===== config.mk =====
export PLATFORM = sky130hd
export DESIGN_NAME = channel_slot_table_with_timeout
export DESIGN_NICKNAME = d
export VERILOG_FILES = /design/src/hw/rtl/slt_pkg.sv /design/src/hw/rtl/slt_ram.sv /design/src/hw/rtl/slt_ctrl.sv /design/src/hw/rtl/slt_dp.sv /design/src/hw/rtl/channel_slot_table_with_timeout.sv
export SDC_FILE = /design/constraint.sdc
export NUM_CORES = 2
export LEC_CHECK = 0
export CELL_PAD_IN_SITES_DETAIL_PLACEMENT = 0
export CELL_PAD_IN_SITES_GLOBAL_PLACEMENT = 1
export CORE_MARGIN = 2
export CORE_UTILIZATION = 35
export CTS_CLUSTER_DIAMETER = 200
export DETAILED_ROUTE_END_ITERATION = 8
export DONT_BUFFER_PORTS = 1
export PLACE_DENSITY = 0.66
export SYNTH_ARGS = -nofsm -noshare
export SYNTH_HDL_FRONTEND = slang
export SYNTH_SLANG_ARGS = --single-unit

===== constraint.sdc =====
create_clock -name clk_i -period 10.1 [get_ports clk_i]
set_input_delay 2.525 -clock clk_i [delete_from_list [all_inputs] [get_ports clk_i]]
set_output_delay 2.525 -clock clk_i [all_outputs]
set_load 0.05 [all_outputs]

===== src/hw/rtl/slt_pkg.sv =====
// Shared types and constants of the stream slot table.
package slt_pkg;

  localparam int unsigned MaxSlotsDef = 16;
  localparam int unsigned EntryW      = 128;
  localparam int unsigned LimW        = 7;

  localparam logic [4:0]  MaxStreamsRst = 5'd16;
  localparam logic [30:0] TimeoutRst    = 31'd10000;

  localparam logic CfgMaxStreams = 1'b0;
  localparam logic CfgTimeout    = 1'b1;

  localparam logic [1:0] StRegistering = 2'd0;
  localparam logic [1:0] StActive      = 2'd1;
  localparam logic [1:0] StInactive    = 2'd2;
  localparam logic [1:0] StError       = 2'd3;

  typedef enum logic [3:0] {
    KIND_REGISTER   = 4'd0,
    KIND_UNREGISTER = 4'd1,
    KIND_ACTIVATE   = 4'd2,
    KIND_DEACTIVATE = 4'd3,
    KIND_SWITCH     = 4'd4,
    KIND_UPDATE     = 4'd5,
    KIND_CHECK      = 4'd6,
    KIND_QUERY      = 4'd7,
    KIND_CLEAR      = 4'd8
  } kind_e;

  typedef enum logic [2:0] {
    S_IDLE,
    S_EXEC,
    S_SCAN_RD,
    S_SCAN_TEST,
    S_FIN
  } ctrl_state_e;

  typedef struct packed {
    logic accept;
    logic rd_en;
    logic rd_scan;
    logic exec;
    logic scan_step;
    logic fin;
  } cmd_t;

  typedef struct packed {
    logic is_check;
    logic out_free;
    logic need_push;
    logic scan_last;
  } stat_t;

  typedef struct packed {
    logic [4:0]  stream_count;
    logic [3:0]  current_slot;
    logic        current_valid;
    logic [47:0] byte_total;
    logic [31:0] frame_total;
    logic [1:0]  slot_status;
    logic        slot_present;
    logic [3:0]  slot_out;
    logic        ok;
  } res_t;

endpackage


===== src/hw/rtl/slt_ram.sv =====
// Generic single-port-write, registered-read RAM.
module slt_ram #(
  parameter int unsigned Width = 8,
  parameter int unsigned Depth = 16
) (
  input  logic                                   clk_i,
  input  logic                                   we_i,
  input  logic [(Depth > 1 ? $clog2(Depth) : 1)-1:0] waddr_i,
  input  logic [Width-1:0]                       wdata_i,
  input  logic                                   re_i,
  input  logic [(Depth > 1 ? $clog2(Depth) : 1)-1:0] raddr_i,
  output logic [Width-1:0]                       rdata_o
);

  logic [Width-1:0] mem_q [Depth];
  logic [Width-1:0] rdata_q;

  always_ff @(posedge clk_i) begin
    if (we_i) begin
      mem_q[waddr_i] <= wdata_i;
    end
    if (re_i) begin
      rdata_q <= mem_q[raddr_i];
    end
  end

  assign rdata_o = rdata_q;

endmodule


===== src/hw/rtl/slt_ctrl.sv =====
// Controller state machine of the stream slot table.
module slt_ctrl (
  input  logic          clk_i,
  input  logic          rst_ni,
  input  logic          in_valid_i,
  output logic          in_ready_o,
  input  slt_pkg::stat_t stat_i,
  output slt_pkg::cmd_t  cmd_o
);

  slt_pkg::ctrl_state_e state_q, state_d;

  always_ff @(posedge clk_i or negedge rst_ni) begin
    if (!rst_ni) begin
      state_q <= slt_pkg::S_IDLE;
    end else begin
      state_q <= state_d;
    end
  end

  always_comb begin
    state_d    = state_q;
    in_ready_o = 1'b0;
    cmd_o      = '0;
    case (state_q)
      slt_pkg::S_IDLE: begin
        in_ready_o = 1'b1;
        if (in_valid_i) begin
          cmd_o.accept = 1'b1;
          if (stat_i.is_check) begin
            state_d = slt_pkg::S_SCAN_RD;
          end else begin
            cmd_o.rd_en = 1'b1;
            state_d     = slt_pkg::S_EXEC;
          end
        end
      end
      slt_pkg::S_EXEC: begin
        if (stat_i.out_free) begin
          cmd_o.exec = 1'b1;
          state_d    = slt_pkg::S_IDLE;
        end
      end
      slt_pkg::S_SCAN_RD: begin
        cmd_o.rd_en   = 1'b1;
        cmd_o.rd_scan = 1'b1;
        state_d       = slt_pkg::S_SCAN_TEST;
      end
      slt_pkg::S_SCAN_TEST: begin
        if (!(stat_i.need_push && !stat_i.out_free)) begin
          cmd_o.scan_step = 1'b1;
          state_d = stat_i.scan_last ? slt_pkg::S_FIN : slt_pkg::S_SCAN_RD;
        end
      end
      slt_pkg::S_FIN: begin
        if (stat_i.out_free) begin
          cmd_o.fin = 1'b1;
          state_d   = slt_pkg::S_IDLE;
        end
      end
      default: state_d = slt_pkg::S_IDLE;
    endcase
  end

endmodule


===== src/hw/rtl/slt_dp.sv =====
// Datapath of the stream slot table: slot flags, entry RAM, result registers.
module slt_dp #(
  parameter int unsigned MaxSlots = slt_pkg::MaxSlotsDef
) (
  input  logic           clk_i,
  input  logic           rst_ni,
  input  logic [79:0]    in_data_i,
  input  logic [3:0]     in_kind_i,
  input  logic           cfg_we_i,
  input  logic           cfg_idx_i,
  input  logic [30:0]    cfg_data_i,
  input  slt_pkg::cmd_t  cmd_i,
  output slt_pkg::stat_t stat_o,
  output logic           out_valid_o,
  input  logic           out_ready_i,
  output slt_pkg::res_t  out_res_o,
  output logic           out_last_o
);

  localparam int unsigned SW = MaxSlots > 1 ? $clog2(MaxSlots) : 1;
  localparam int unsigned CW = $clog2(MaxSlots + 1);
  localparam int unsigned LW = slt_pkg::LimW;

  logic [4:0]                max_q;
  logic [30:0]               tmo_q;
  logic [MaxSlots-1:0]       pres_q, pres_d;
  logic [MaxSlots-1:0][1:0]  st_q, st_d;
  logic                      sel_v_q, sel_v_d;
  logic [SW-1:0]             sel_q, sel_d;
  logic [CW-1:0]             cnt_q, cnt_d;
  logic [3:0]                kind_q;
  logic [3:0]                slot_q;
  logic [23:0]               dsz_q;
  logic [47:0]               now_q;
  logic [SW-1:0]             idx_q, idx_d;
  logic                      pend_v_q, pend_v_d;
  slt_pkg::res_t             pend_q, pend_d;
  logic                      out_v_q;
  slt_pkg::res_t             out_q;
  logic                      out_last_q;

  logic                      push;
  slt_pkg::res_t             push_res;
  logic                      push_last;

  logic                      ram_we;
  logic [SW-1:0]             ram_waddr, ram_raddr;
  logic [slt_pkg::EntryW-1:0] ram_wdata, ram_rdata;
  logic [47:0]               r_last, r_byte;
  logic [31:0]               r_frame;

  logic [LW-1:0]             lim;
  logic                      s_in, s_pres, s_valid;
  logic [SW-1:0]             sidx;
  logic [31:0]               frame_inc;
  logic [48:0]               bsum;
  logic [47:0]               byte_new;
  logic                      got;
  logic [SW-1:0]             gidx;
  logic                      hit;
  logic [47:0]               age;
  slt_pkg::res_t             res, hit_res;
  logic                      d_on, d_ok;
  logic [SW-1:0]             d_slot;
  logic [31:0]               d_frame;
  logic [47:0]               d_byte;

  assign {r_last, r_frame, r_byte} = ram_rdata;
  assign ram_raddr = cmd_i.rd_scan ? idx_q : SW'(in_data_i[3:0]);

  slt_ram #(
    .Width(slt_pkg::EntryW),
    .Depth(MaxSlots)
  ) u_ram (
    .clk_i  (clk_i),
    .we_i   (ram_we),
    .waddr_i(ram_waddr),
    .wdata_i(ram_wdata),
    .re_i   (cmd_i.rd_en),
    .raddr_i(ram_raddr),
    .rdata_o(ram_rdata)
  );

  always_comb begin
    lim = ({2'b0, max_q} > LW'(MaxSlots)) ? LW'(MaxSlots) : {2'b0, max_q};
    s_in    = {3'b0, slot_q} < LW'(MaxSlots);
    sidx    = SW'(slot_q);
    s_pres  = s_in && pres_q[sidx];
    s_valid = s_pres && ({3'b0, slot_q} < lim);
    frame_inc = (&r_frame) ? r_frame : r_frame + 32'd1;
    bsum      = {1'b0, r_byte} + {25'b0, dsz_q};
    byte_new  = bsum[48] ? '1 : bsum[47:0];
    got  = 1'b0;
    gidx = '0;
    for (int i = 0; i < MaxSlots; i++) begin
      if (!got && !pres_q[i] && (LW'(i) < lim)) begin
        got  = 1'b1;
        gidx = SW'(i);
      end
    end
    got = got && (LW'(cnt_q) < lim);
    age = now_q - r_last;
    hit = pres_q[idx_q] && (st_q[idx_q] == slt_pkg::StActive) &&
          (now_q > r_last) && (age > {17'b0, tmo_q});
  end

  always_comb begin
    pres_d    = pres_q;
    st_d      = st_q;
    sel_v_d   = sel_v_q;
    sel_d     = sel_q;
    cnt_d     = cnt_q;
    idx_d     = idx_q;
    pend_v_d  = pend_v_q;
    pend_d    = pend_q;
    ram_we    = 1'b0;
    ram_waddr = sidx;
    ram_wdata = {now_q, r_frame, r_byte};
    push      = 1'b0;
    push_res  = '0;
    push_last = 1'b1;
    d_on      = s_in;
    d_ok      = 1'b0;
    d_slot    = sidx;
    d_frame   = r_frame;
    d_byte    = r_byte;
    res       = '0;
    hit_res   = '0;

    if (cmd_i.accept) begin
      idx_d    = '0;
      pend_v_d = 1'b0;
    end

    if (cmd_i.exec) begin
      case (slt_pkg::kind_e'(kind_q))
        slt_pkg::KIND_REGISTER: begin
          d_on    = got;
          d_ok    = got;
          d_slot  = gidx;
          d_frame = '0;
          d_byte  = '0;
          if (got) begin
            pres_d[gidx] = 1'b1;
            st_d[gidx]   = slt_pkg::StRegistering;
            ram_we       = 1'b1;
            ram_waddr    = gidx;
            ram_wdata    = {now_q, 32'b0, 48'b0};
            cnt_d        = cnt_q + CW'(1);
          end
        end
        slt_pkg::KIND_UNREGISTER: begin
          d_ok = s_valid;
          if (s_valid) begin
            if (sel_v_q && sel_q == sidx) begin
              sel_v_d = 1'b0;
              sel_d   = '0;
            end
            pres_d[sidx] = 1'b0;
            st_d[sidx]   = slt_pkg::StRegistering;
            cnt_d        = cnt_q - CW'(1);
          end
        end
        slt_pkg::KIND_ACTIVATE: begin
          d_ok = s_valid;
          if (s_valid) begin
            st_d[sidx] = slt_pkg::StActive;
            ram_we     = 1'b1;
          end
        end
        slt_pkg::KIND_DEACTIVATE: begin
          d_ok = s_valid;
          if (s_valid) begin
            st_d[sidx] = slt_pkg::StInactive;
            if (sel_v_q && sel_q == sidx) begin
              sel_v_d = 1'b0;
              sel_d   = '0;
            end
          end
        end
        slt_pkg::KIND_SWITCH: begin
          d_ok = s_valid && (st_q[sidx] == slt_pkg::StActive);
          if (d_ok) begin
            sel_v_d = 1'b1;
            sel_d   = sidx;
          end
        end
        slt_pkg::KIND_UPDATE: begin
          d_ok = s_pres;
          if (s_pres) begin
            d_frame   = frame_inc;
            d_byte    = byte_new;
            ram_we    = 1'b1;
            ram_wdata = {now_q, frame_inc, byte_new};
          end
        end
        slt_pkg::KIND_QUERY: begin
          d_ok = s_pres;
        end
        slt_pkg::KIND_CLEAR: begin
          d_on    = 1'b0;
          d_ok    = 1'b1;
          pres_d  = '0;
          st_d    = '0;
          sel_v_d = 1'b0;
          sel_d   = '0;
          cnt_d   = '0;
        end
        default: begin
          d_on = 1'b0;
        end
      endcase
      res.ok = d_ok;
      if (d_on) begin
        res.slot_out = 4'(d_slot);
        if (pres_d[d_slot]) begin
          res.slot_present = 1'b1;
          res.slot_status  = st_d[d_slot];
          res.frame_total  = d_frame;
          res.byte_total   = d_byte;
        end
      end
      res.current_valid = sel_v_d;
      res.current_slot  = sel_v_d ? 4'(sel_d) : 4'b0;
      res.stream_count  = 5'(cnt_d);
      push     = 1'b1;
      push_res = res;
    end

    if (cmd_i.scan_step) begin
      idx_d = idx_q + SW'(1);
      if (hit) begin
        hit_res.ok            = 1'b1;
        hit_res.slot_out      = 4'(idx_q);
        hit_res.slot_present  = 1'b1;
        hit_res.slot_status   = slt_pkg::StError;
        hit_res.frame_total   = r_frame;
        hit_res.byte_total    = r_byte;
        hit_res.current_valid = sel_v_q;
        hit_res.current_slot  = sel_v_q ? 4'(sel_q) : 4'b0;
        hit_res.stream_count  = 5'(cnt_q);
        st_d[idx_q] = slt_pkg::StError;
        if (pend_v_q) begin
          push      = 1'b1;
          push_res  = pend_q;
          push_last = 1'b0;
        end
        pend_v_d = 1'b1;
        pend_d   = hit_res;
      end
    end

    if (cmd_i.fin) begin
      push     = 1'b1;
      pend_v_d = 1'b0;
      if (pend_v_q) begin
        push_res = pend_q;
      end else begin
        push_res.current_valid = sel_v_q;
        push_res.current_slot  = sel_v_q ? 4'(sel_q) : 4'b0;
        push_res.stream_count  = 5'(cnt_q);
      end
    end
  end

  always_ff @(posedge clk_i or negedge rst_ni) begin
    if (!rst_ni) begin
      max_q    <= slt_pkg::MaxStreamsRst;
      tmo_q    <= slt_pkg::TimeoutRst;
      pres_q   <= '0;
      st_q     <= '0;
      sel_v_q  <= 1'b0;
      sel_q    <= '0;
      cnt_q    <= '0;
      idx_q    <= '0;
      pend_v_q <= 1'b0;
      out_v_q  <= 1'b0;
    end else begin
      if (cfg_we_i) begin
        if (cfg_idx_i == slt_pkg::CfgMaxStreams) begin
          max_q <= cfg_data_i[4:0];
        end else if (cfg_idx_i == slt_pkg::CfgTimeout) begin
          tmo_q <= cfg_data_i;
        end
      end
      pres_q   <= pres_d;
      st_q     <= st_d;
      sel_v_q  <= sel_v_d;
      sel_q    <= sel_d;
      cnt_q    <= cnt_d;
      idx_q    <= idx_d;
      pend_v_q <= pend_v_d;
      out_v_q  <= push | (out_v_q & ~out_ready_i);
    end
  end

  always_ff @(posedge clk_i) begin
    if (cmd_i.accept) begin
      kind_q <= in_kind_i;
      slot_q <= in_data_i[3:0];
      dsz_q  <= in_data_i[27:4];
      now_q  <= in_data_i[75:28];
    end
    pend_q <= pend_d;
    if (push) begin
      out_q      <= push_res;
      out_last_q <= push_last;
    end
  end

  assign stat_o.is_check  = (in_kind_i == slt_pkg::KIND_CHECK);
  assign stat_o.out_free  = !out_v_q || out_ready_i;
  assign stat_o.need_push = hit && pend_v_q;
  assign stat_o.scan_last = (idx_q == SW'(MaxSlots - 1));

  assign out_valid_o = out_v_q;
  assign out_res_o   = out_q;
  assign out_last_o  = out_last_q;

endmodule


===== src/hw/rtl/channel_slot_table_with_timeout.sv =====
// Stream slot table with idle timeout: top level.
// Every command but check reads its entry RAM word on acceptance and executes in the EXEC
// state once the result register is free. Check scans all MaxSlots entries, each through
// the SCAN_RD and SCAN_TEST states via the entry RAM read port, then ends in the FIN state;
// results can stall it. One command in flight: a new one is accepted only when idle.
// Reset: slots absent, no selection, max_streams 16, timeout 10000 ms.
module channel_slot_table_with_timeout #(
  parameter int unsigned MaxSlots = slt_pkg::MaxSlotsDef
) (
  input  logic         clk_i,
  input  logic         rst_ni,
  input  logic         s_axis_tvalid,
  output logic         s_axis_tready,
  input  logic [79:0]  s_axis_tdata,  // slot, data_size, now_ms
  input  logic [3:0]   s_axis_tuser,  // kind
  output logic         m_axis_tvalid,
  input  logic         m_axis_tready,
  output logic [103:0] m_axis_tdata,  // ok, slot_out, slot_present, slot_status,
                                      // frame_total, byte_total, current_valid,
                                      // current_slot, stream_count
  output logic         m_axis_tlast,
  input  logic         cfg_we_i,
  input  logic         cfg_idx_i,
  input  logic [30:0]  cfg_data_i
);

  slt_pkg::cmd_t  cmd;
  slt_pkg::stat_t stat;
  slt_pkg::res_t  res;

  slt_ctrl u_ctrl (
    .clk_i     (clk_i),
    .rst_ni    (rst_ni),
    .in_valid_i(s_axis_tvalid),
    .in_ready_o(s_axis_tready),
    .stat_i    (stat),
    .cmd_o     (cmd)
  );

  slt_dp #(
    .MaxSlots(MaxSlots)
  ) u_dp (
    .clk_i      (clk_i),
    .rst_ni     (rst_ni),
    .in_data_i  (s_axis_tdata),
    .in_kind_i  (s_axis_tuser),
    .cfg_we_i   (cfg_we_i),
    .cfg_idx_i  (cfg_idx_i),
    .cfg_data_i (cfg_data_i),
    .cmd_i      (cmd),
    .stat_o     (stat),
    .out_valid_o(m_axis_tvalid),
    .out_ready_i(m_axis_tready),
    .out_res_o  (res),
    .out_last_o (m_axis_tlast)
  );

  assign m_axis_tdata = {6'b0, res};

endmodule


==> impl_metrics.env <==
export IMPL_num_vias=61500
export IMPL_fin_nets=6811
export IMPL_worstMarginPinSlew_ns=1.38
export IMPL_drt_wirelength_per_cell_um=28.1
export IMPL_synth_avg_cell_area_um2=16.4
export IMPL_crit_buf_inv=3
export IMPL_power_density_nw_per_um2=291
export IMPL_die_w_um=558
export IMPL_wirelength_um=306000
export IMPL_p_leak_nw=39.7
export IMPL_ioPinCount=228
export IMPL_cts_hold_buf=0
export IMPL_ctsRootBufferMaster="clkbuf_16"
export IMPL_cts_resized=0
export IMPL_synthArstFlopShare_pct=4.04
export IMPL_crit_path_top_delay_cell="nor3_2"
export IMPL_grt_usage_pct=19.4
export IMPL_worstSetupPathType="register to register"
export IMPL_hold_path_class="register to register"
export IMPL_slew_violations=0
export IMPL_maxCapViolCount=0
export IMPL_grt_pass1_vias=61700
export IMPL_path_max_fanout=60
export IMPL_yosysMostFrequentCell="edfxtp_1"
export IMPL_synth_seq_cells=2552
export IMPL_synth_area_um2=107000
export IMPL_io_buffers=0
export IMPL_crit_required_ns=10.63
export IMPL_drive_gt1_share_pct=17.2
export IMPL_first_iter_violations=7055
export IMPL_slowest_delay_ns=1.12
export IMPL_ys_types=92
export IMPL_die_h_um=558
export IMPL_yosys_top_cells_area="edfxtp_1 69%, mux4_2 11%, nand2_1 2.8%"
export IMPL_r2r_setup_slack_ns=1.39
export IMPL_rsz0062_at_grt="false"
export IMPL_cts_buffers=277
export IMPL_antenna_found_initial=41
export IMPL_clk_pin_slew_ns=0.06
export IMPL_grt_pass1_wl_um=441000
export IMPL_gp_congestion=0.904
export IMPL_fin_skew_ns=0.0690
export IMPL_grt_ovfl_total=0
export IMPL_crit_path_start_kind="register"
export IMPL_coreArea_um2=305000
export IMPL_antenna_left=0
export IMPL_drt_pass1_iter_count=7
export IMPL_fin_cells=10900
export IMPL_fin_crit_sh_pct=86.3
export IMPL_die_area_um2=311000
export IMPL_clock_latency_ns=0.87
export IMPL_synth_edf_count=2449
export IMPL_cts_setup_buffers=0
export IMPL_synth_top_area_share_pct=68.5
export IMPL_grt_max_degree=138
export IMPL_cts_buffer_depth=4
export IMPL_clkSinkCount=2552
export IMPL_htreeDepth=5
export IMPL_finalPower_mw=35.3
export IMPL_ys_warn_count=0
export IMPL_timing_fmax_mhz=115
export IMPL_cts_tree="built"
export IMPL_setup_viol=0
export IMPL_crit_family="simple AND/OR/NAND/NOR gates"
export IMPL_area_growth_pct=13.1
export IMPL_synth_main_ff_cell="edfxtp_1"
export IMPL_start_util_pct=35.1
export IMPL_status="finished clean"
export IMPL_placedCellCount=10400
export IMPL_timing_hold_ws_ns=0.510
export IMPL_ys_seq_area_share_pct=71.0
export IMPL_finalHoldViolations=0
export IMPL_drc=0
export IMPL_routed_via_density=5.65
export IMPL_worstSetupEndpointType="register"
export IMPL_fin_crit_ns=8.71
export IMPL_row_count=203
export IMPL_fin_tns_setup_ns=0
export IMPL_synth_commonest_cells="2449 x edfxtp_1, 799 x nand2_1, 502 x mux4_2, 279 x clkbuf_1, 230 x nor2_1"
export IMPL_yosysTopAreaCell="edfxtp_1"
export IMPL_post_route_util_pct=39.8
export IMPL_place_hpwl_um=169000
export IMPL_irDropWorstVdd_v=0.000228
export IMPL_maxSlewHeadroom_pct=7.50
export IMPL_crit_top_cell="a21oi_1"
export IMPL_synth_cells=6544
export IMPL_cp_arrival_ns=9.24
[final cells by class]
class / instances / area (um2)
clock buffers: 342 / 7280
multi-input cells: 3480 / 29500
flip-flops and latches: 2552 / 76100
inverters: 131 / 494
diodes: 20 / 50.0
repair buffers: 129 / 1340
clock inverters: 139 / 1500
fillers: 27900 / 184000
well taps: 4100 / 5130
[stage by stage]
step	setup WS, ns	area, um2
3_5_place_dp	1.72	113000
5_1_grt	0.856	121000
6_report	1.39	121000
2_1_floorplan	0.204	107000
4_1_cts	1.68	121000
3_3_place_gp	1.69	113000
[power breakdown]
part	leakage (nW)	total (mW)	internal, mW	switching [mW]
clock network	4.23	9.95	5.79	4.16
logic	12.1	10.3	3.81	6.52
registers	23.4	15.0	13.8	1.23
total	39.7	35.3	23.4	11.9
[state kept, by name, indices dropped and copies added (netlist names)]
name and cells:
u_dp.u_ram.mem_q 2048, u_dp.u_ram.rdata_o 128, u_dp.out_res_o 98, u_dp.pend_q 94, u_dp.now_q 48, u_dp.st_q 32
u_dp.tmo_q 31, u_dp.dsz_q 24, u_dp.pres_q 16, u_dp.cnt_q 5, u_dp.max_q 5, u_dp.idx_q 4
u_dp.kind_q 4, u_dp.sel_q 4, u_dp.sidx 4, u_ctrl.state_q 3, u_dp.out_last_o 1, u_dp.out_valid_o 1
u_dp.pend_v_q 1, u_dp.sel_v_q 1
[worst paths after layout]
check,from,to,cells after the start
worst max-delay path,u_dp.now_q[0]$_DFFE_PP_,u_dp.out_res_o[36]$_DFFE_PP_,28
worst min-delay path,u_dp.tmo_q[21]$_DFFE_PN0P_,u_dp.tmo_q[21]$_DFFE_PN0P_,1
worst max register to register,u_dp.now_q[0]$_DFFE_PP_,u_dp.out_res_o[36]$_DFFE_PP_,28
worst min register to register,u_dp.tmo_q[21]$_DFFE_PN0P_,u_dp.tmo_q[21]$_DFFE_PN0P_,1
max in group asynchronous,rst_ni,u_dp.tmo_q[4]$_DFFE_PN1P_,0
min in group asynchronous,rst_ni,u_dp.st_q[8]$_DFF_PN0_,0
[routing by layer]
metal | GRT usage (%) | share of wire, %
met5 | 0 | 0.049
met3 | 3.70 | 7.5
met2 | 30.2 | 46
met1 | 27.4 | 44
met4 | 5.90 | 2.7
[cells by family after synthesis]
group                      share of synthesized area [%]
other                                            0.00350
AOI/OAI and AO/OA                                   7.21
adders and majority gates                           1.40
and+or+nand+nor                                     6.81
xor gates and xnor gates                           0.490
DFF                                                 71.0
muxes                                               11.2
buffers and inverters                               1.88
[cells in the final DEF (no fill, tap or decap), drive strengths merged, types with 29 or more instances in the layout]
cell | netlist | layout
edfxtp | 2449 | 2449
nand2 | 799 | 799
mux4 | 502 | 502
clkbuf | 279 | 342
nor2 | 230 | 230
a21oi | 213 | 213
o21ai | 212 | 212
a31oi | 173 | 173
and3 | 147 | 147
inv | 131 | 147
buf | 107 | 129
a22o | 123 | 123
ha | 117 | 117
nand3 | 104 | 104
dfrtp | 97 | 97
clkinv | 0 | 82
nor3 | 68 | 68
mux2 | 51 | 51
nand4 | 50 | 50
o211ai | 43 | 43
a21o | 42 | 42
xnor2 | 34 | 34
a32o | 34 | 34
nor2b | 30 | 30
a31o | 29 | 29
and2 | 29 | 29
Note: power is estimated with default switching activity, not from simulation.
